===== config.mk =====
export PLATFORM = sky130hd
export DESIGN_NAME = afk_cordic
export DESIGN_NICKNAME = d
export VERILOG_FILES = /design/src/rtl/afk_pkg.sv /design/src/rtl/afk_cordic.sv
export SDC_FILE = /design/constraint.sdc
export NUM_CORES = 2
export LEC_CHECK = 0
export BUFFER_PORTS_ARGS = -buffer_cell sky130_fd_sc_hd__buf_2
export CORE_AREA = 2 2 436 438
export DETAILED_ROUTE_END_ITERATION = 6
export DIE_AREA = 0 0 438 440
export GPL_ROUTABILITY_DRIVEN = 0
export PLACE_DENSITY = 0.76
export SYNTH_ARGS = -nofsm -noshare
export SYNTH_HDL_FRONTEND = slang
export SYNTH_SLANG_ARGS = --single-unit

===== constraint.sdc =====
create_clock -name aclk -period 9.3 [get_ports aclk]
set_clock_uncertainty 0.2 [all_clocks]
set_input_delay 1.395 -clock aclk [delete_from_list [all_inputs] [get_ports aclk]]
set_output_delay 1.395 -clock aclk [all_outputs]
set_load 0.01 [all_outputs]

===== src/rtl/afk_pkg.sv =====
// package for the arm forward kinematics block: widths, cordic constants, helpers
package afk_pkg;

    localparam int CordicSteps = 14;
    localparam int TableLen    = 24;
    localparam int NumSteps    = (CordicSteps < TableLen) ? CordicSteps : TableLen;

    // cordic datapath and angle width (2^-30 rad units, |a| < 16 rad)
    localparam int CW = 34;
    localparam int AW = 35;

    localparam logic signed [AW-1:0] AngPi     = 35'sd3373259426;
    localparam logic signed [AW-1:0] AngTwoPi  = 35'sd6746518852;
    localparam logic signed [AW-1:0] AngHalfPi = 35'sd1686629713;
    localparam logic signed [CW-1:0] GainQ30   = 34'sd652032874;

    typedef enum logic [1:0] {
        CFG_BASE_HEIGHT = 2'd0,
        CFG_UPPER_LINK  = 2'd1,
        CFG_WRIST       = 2'd2
    } cfg_idx_t;

    typedef struct packed {
        logic signed [15:0] rot_xx;
        logic signed [15:0] rot_xy;
        logic signed [15:0] rot_xz;
        logic signed [15:0] rot_yx;
        logic signed [15:0] rot_yy;
        logic signed [15:0] rot_yz;
        logic signed [15:0] rot_zx;
        logic signed [15:0] rot_zz;
        logic signed [18:0] pos_x;
        logic signed [18:0] pos_y;
        logic signed [18:0] pos_z;
    } afk_result_t;

    // truncated atan(2^-i) table in 2^-30 rad
    function automatic logic signed [AW-1:0] atan_tab(input int i);
        logic signed [AW-1:0] v;
        begin
            case (i)
                0: v = 35'sd843314856;
                1: v = 35'sd497837829;
                2: v = 35'sd263043836;
                3: v = 35'sd133525158;
                4: v = 35'sd67021686;
                5: v = 35'sd33543515;
                6: v = 35'sd16775850;
                7: v = 35'sd8388437;
                8: v = 35'sd4194282;
                9: v = 35'sd2097149;
                10: v = 35'sd1048575;
                11: v = 35'sd524287;
                12: v = 35'sd262143;
                13: v = 35'sd131071;
                14: v = 35'sd65535;
                15: v = 35'sd32767;
                16: v = 35'sd16383;
                17: v = 35'sd8191;
                18: v = 35'sd4095;
                19: v = 35'sd2047;
                20: v = 35'sd1023;
                21: v = 35'sd511;
                22: v = 35'sd255;
                23: v = 35'sd127;
                default: v = '0;
            endcase
            return v;
        end
    endfunction

    // round a Q2.30 value to Q1.14 and clamp
    function automatic logic signed [15:0] rot_single(input logic signed [CW:0] v);
        logic signed [CW:0] r;
        begin
            r = (v + (CW+1)'(32768)) >>> 16;
            if (r > 16384) return 16'sd16384;
            else if (r < -16384) return -16'sd16384;
            else return r[15:0];
        end
    endfunction

    // round a Q4.60 product to Q1.14 and clamp
    function automatic logic signed [15:0] rot_prod(input logic signed [67:0] p);
        logic signed [67:0] r;
        begin
            r = (p + (68'sd1 <<< 45)) >>> 46;
            if (r > 16384) return 16'sd16384;
            else if (r < -16384) return -16'sd16384;
            else return r[15:0];
        end
    endfunction

    // saturate to 19-bit signed
    function automatic logic signed [18:0] sat19(input logic signed [63:0] v);
        begin
            if (v > 64'sd262143) return 19'sd262143;
            else if (v < -64'sd262144) return -19'sd262144;
            else return v[18:0];
        end
    endfunction

endpackage


===== src/rtl/afk_cordic.sv =====
// pipelined rotation-mode cordic with angle wrap and fold; one stage per step
module afk_cordic (
    input  logic                         aclk,
    input  logic                         en,
    input  logic signed [afk_pkg::AW-1:0] angle,
    output logic signed [afk_pkg::CW-1:0] sin_out,
    output logic signed [afk_pkg::CW-1:0] cos_out
);
    import afk_pkg::*;

    logic signed [AW-1:0] a_reg [NumSteps+1];
    logic signed [CW-1:0] x_reg [NumSteps+1];
    logic signed [CW-1:0] y_reg [NumSteps+1];
    logic                 f_reg [NumSteps+1];

    logic signed [AW-1:0] w_next;
    logic signed [AW-1:0] a_next;
    logic                 f_next;

    // wrap into [-pi, pi], fold into [-pi/2, pi/2]
    always_comb begin
        w_next = angle;
        if (angle > AngPi) w_next = angle - AngTwoPi;
        else if (angle < -AngPi) w_next = angle + AngTwoPi;
        a_next = w_next;
        f_next = 1'b0;
        if (w_next > AngHalfPi) begin
            a_next = w_next - AngPi;
            f_next = 1'b1;
        end else if (w_next < -AngHalfPi) begin
            a_next = w_next + AngPi;
            f_next = 1'b1;
        end
    end

    // front stage
    always_ff @(posedge aclk) begin
        if (en) begin
            a_reg[0] <= a_next;
            x_reg[0] <= GainQ30;
            y_reg[0] <= '0;
            f_reg[0] <= f_next;
        end
    end

    // micro-rotation stages
    for (genvar i = 0; i < NumSteps; i++) begin : g_step
        always_ff @(posedge aclk) begin
            if (en) begin
                f_reg[i+1] <= f_reg[i];
                if (!a_reg[i][AW-1]) begin
                    x_reg[i+1] <= x_reg[i] - (y_reg[i] >>> i);
                    y_reg[i+1] <= y_reg[i] + (x_reg[i] >>> i);
                    a_reg[i+1] <= a_reg[i] - atan_tab(i);
                end else begin
                    x_reg[i+1] <= x_reg[i] + (y_reg[i] >>> i);
                    y_reg[i+1] <= y_reg[i] - (x_reg[i] >>> i);
                    a_reg[i+1] <= a_reg[i] + atan_tab(i);
                end
            end
        end
    end

    assign sin_out = f_reg[NumSteps] ? -y_reg[NumSteps] : y_reg[NumSteps];
    assign cos_out = f_reg[NumSteps] ? -x_reg[NumSteps] : x_reg[NumSteps];

endmodule


==> After elaboration in Yosys (flattened, before gate mapping) <==
Memory sizes are Yosys's and may differ from the RTL's.
Cells that the tools add are included.
{ "word_totals": {"reg_bits": 0, "mem_bits_rw": 1560, "in_bits": 37, "out_inout_bits": 68, "word_cells": 275, "memories": 4} }
{ "memory_table": {"columns": ["memory", "words", "word_bits", "read_ports", "rd_ports_with_merged_regs", "wr", "line_no", "rtl"], "rows": [
  ["a_reg", 15, 35, 14, 0, 15, "afk_cordic.sv:11", "logic signed [AW-1:0] a_reg [NumSteps+1];"],
  ["x_reg", 15, 34, 15, 0, 15, "afk_cordic.sv:12", "logic signed [CW-1:0] x_reg [NumSteps+1];"],
  ["y_reg", 15, 34, 15, 0, 15, "afk_cordic.sv:13", "logic signed [CW-1:0] y_reg [NumSteps+1];"],
  ["f_reg", 15, 1, 15, 0, 15, "afk_cordic.sv:14", "logic f_reg [NumSteps+1];"]
]} }
{ "op_classes": {"addsub": 89, "n_lt_le_gt_ge": 4, "mux": 136, "n_bitwise": 42} }
{ "op_table": {"columns": ["cell", "count"], "rows": [
  ["2-to-1 mux 34 bit", 30],
  ["2-to-1 mux 35 bit", 18],
  ["2-to-1 mux 1 bit", 88],
  ["adder 34 x 21 -> 34 bit", 2],
  ["adder 34 x 22 -> 34 bit", 2],
  ["adder 34 x 23 -> 34 bit", 2],
  ["adder 34 x 24 -> 34 bit", 2],
  ["adder 34 x 25 -> 34 bit", 2],
  ["adder 34 x 26 -> 34 bit", 2],
  ["adder 34 x 27 -> 34 bit", 2],
  ["adder 34 x 28 -> 34 bit", 2],
  ["adder 34 x 29 -> 34 bit", 2],
  ["adder 34 x 30 -> 34 bit", 2],
  ["adder 34 x 31 -> 34 bit", 2],
  ["adder 34 x 32 -> 34 bit", 2],
  ["adder 34 x 33 -> 34 bit", 2],
  ["negator 34 bit", 2],
  ["subtractor 34 x 21 -> 34 bit", 2],
  ["subtractor 34 x 22 -> 34 bit", 2],
  ["subtractor 34 x 23 -> 34 bit", 2],
  ["subtractor 34 x 24 -> 34 bit", 2],
  ["subtractor 34 x 25 -> 34 bit", 2],
  ["subtractor 34 x 26 -> 34 bit", 2],
  ["subtractor 34 x 27 -> 34 bit", 2],
  ["other kinds (45)", 93]
]} }

==> Depth between registers and ports, before layout <==
{ "depth": {"depth_word": 6, "depth_mapped": 23, "depth_no_buf": 23} }

==> Least setup slack after synthesis <==
No wires, ideal clock.
{ "synth_timing": {"path_type": "input -> register", "startpoint": "input en", "endpoint": "memory x_reg[6][32], in the netlist x_reg[3][32], data pin", "setup_ps": 262, "arrival_time_ps": 6489, "required_time_ps": 8838, "path_slack_ps": 2349, "path_stages": 21, "n_path_buf": 3, "path_cell_list": "clkbuf_1 clkbuf_1 nand2_1 clkinv_1 clkbuf_1 nor2_1 xor2_1 ha_1 a21oi_1 nor2_1 o31ai_1 a21oi_1 o41ai_1 a31oi_1 or4b_2 a221o_1 a41oi_1 a21oi_1 a211oi_1 a21oi_1 xor2_1"} }
{ "synth_rtl": {"columns": ["element", "line_no", "rtl"], "rows": [
  ["from (decl)", "afk_cordic.sv:4", "input logic en,"],
  ["to (decl)", "afk_cordic.sv:12", null]
]} }

==> results.cfg <==
[logic_synthesis]
yosysWarnings = 0
netlist.area_leader.share_pct = 35.6
seq_area_frac_synth_pct = 35.6
synthFlopType = edfxtp_1
synth_area_sq_mm = 0.112
synth_seq_cells = 1330
synth_largest_area_cell = edfxtp_1
synthArstFlopShare_pct = 0
synth.distinct_cells = 106
netlist_instances = 11700
synth-edff-count = 1330
syn_nets = 13000
synth_area_leaders = edfxtp_1 36%, ha_1 14%, xnor2_1 9.4%
synth.avg_cell_area_sq_um = 9.62

[timing]
fmax_mhz = 145
rsz0062_at_grt = no
setup_viol = 0
setup_tns_ns = 0
finalHoldViolations = 0
maxSlewViolCount = 0
max_slew_margin_pct = 18.3
fin_crit_ns = 6.88
finalCritPeriodShare_pct = 74.0
worst_pin_slew_ns = 1.19

[clocking]
cts_hold_buffers = 0
path_clk_slew_ns = 0.05
root_buffer = clkbuf_16
cts_setup_buffers = 0
clock-sinks = 1330
cts_inserted_buffers = 152
cts_tree = yes
ctsResizeCount = 0
htreeDepth = 4
clock_latency_ns = 0.83
cts_max_path_buffers = 3

[final_layout]
drive_gt1_share_pct = 5.01
largest_reg_flops = 456
layout_commonest_cell = edfxtp_1
synthToLayoutAreaGrowth_pct = 7.47
n_fill_cell = 14800
nets = 13100
mostFrequentLayoutCells = 1330 x edfxtp_1, 1246 x ha_1, 1198 x xnor2_1

[worst_setup_path]
reg2reg_to = x_reg[5][64]
start_kind = input port
cp_slowest_cell = a2111oi_0
crit_cells = 18
path_cells = buf_12, nand2_1, inv_1, buf_4, nor2_1, xor2_1, ha_1, a21oi_1, o21bai_1, a21oi_1, a21oi_1, a2111oi_0, o41ai_1, o41ai_1, o21ai_0, a211o_1, a21oi_1, xnor2_1
cpMostUsedCell = a21oi_1
r2r_cells = 19
cp.required_ns = 9.65
arrival_ns = 7.23
path_buf_inv = 3
r2r_slack_ns = 2.92
max_stage_delay_ns = 0.86
crit_type = input port to flop
crit_family = compound AO/OA/AOI/OAI gates
r2r_start = y_reg[10][10]
crit_fanout = 95
cp-end-kind = flop

[die]
fp.dieH_um = 440
io_pins = 105
rows = 160
die_w_um = 438
initial_core_util_pct = 59.5
die_area_sq_mm = 0.193
core-area_sq_mm = 0.189

[hold_path]
min_to = f_reg[10]
hold_path.startpoint = f_reg[9]
holdPathStages = 0
min-delay-path-class = flop to flop

[route]
drtAntennaViolNets = 0
vias_per_cell = 6.29
drcViolationCount = 0
first_iter_violations = 7739
wl_um = 290000
wl_per_cell_um = 20.1
route.vias.total = 90800
dr.pass1.iters = 6

[global_route]
grt_pass1_wl_um = 457000
grt_max_degree = 168
grt_use_total_pct = 29.2
grt-ovfl-total = 0
grt_pass1_vias = 88100
antenna_found_initial = 7

[run_status]
status = completed

[placed_design]
dp_hpwl_um = 228000
io_buffer_count = 104

[flow_run]
max_cap_violations = 0
[cell usage after synthesis (all sizes together), types with 104 or more instances]
cell	number
inv	455
ha	1246
a31oi	109
a21oi	1152
o31ai	124
nor3	318
xnor2	1199
edfxtp	1330
or3	117
o21bai	157
nand2b	202
nand2	660
nand3	218
nor2	969
and3	104
o21a	174
a21o	429
o21ai	595
nor2b	148
xor2	576
clkbuf	131
[metal layers]
metal  vias up  global-route usage, %  wire, um
met2      3293                   51.0    140000
li1      43600                      -         -
met4        10                   14.8     15400
met3       838                   4.04     19100
met5         -                      0        81
met1     43100                   35.3    115000
[final cells by class]
type / instances / area, sq um / area share, %
Clock inverter: 95 / 930 / 0.771
Sequential cell: 1330 / 39900 / 33.1
Clock buffer: 181 / 4020 / 3.33
Antenna cell: 1 / 2.50 / 0.00208
Multi-Input combinational cell: 9692 / 69700 / 57.9
Tap cell: 2511 / 3140 / 2.61
Inverter: 457 / 1720 / 1.42
Timing Repair Buffer: 170 / 1040 / 0.866
[worst max-delay path by stage]
stage / end / startpoint
6_report: x_reg[5][33] / en
5_1_grt: x_reg[5][33] / en
4_1_cts: x_reg[5][33] / en
3_5_place_dp: x_reg[5][33] / en
3_3_place_gp: x_reg[5][33] / en
2_1_floorplan: x_reg[3][32] / en
[metrics by stage]
step           util, %  instance area, sq um  setup slack (ns)  hold slack (ns)  instances
2_1_floorplan        -                112000              2.35            0.200      11700
3_3_place_gp      61.3                116000              1.85            0.201      14200
3_5_place_dp      61.3                116000              1.74            0.205      14200
4_1_cts           63.9                121000              2.56            0.212      14400
5_1_grt           63.9                121000              1.84            0.225      14400
6_report          63.9                121000              2.42            0.214      14400
[cell families (layout without fill, tap and decap cells)]
| logic type | after synthesis | after routing | share of synthesized area, % |
|---|---|---|---|
| AO/OA/AOI/OAI | 3332 | 3332 | 18.9 |
| AND/OR/NAND/NOR | 3221 | 3221 | 14.1 |
| XOR/XNOR | 1775 | 1775 | 13.9 |
| flip-flops | 1330 | 1330 | 35.6 |
| adder cells (fa/ha/maj) | 1284 | 1284 | 14.6 |
| buffers and inverters | 637 | 903 | 2.21 |
| multiplexers | 80 | 80 | 0.751 |
| other | 0 | 1 | 0 |
Power is not shown: default switching activity piles up to over one toggle a cycle in this logic, so the estimate is an artifact.
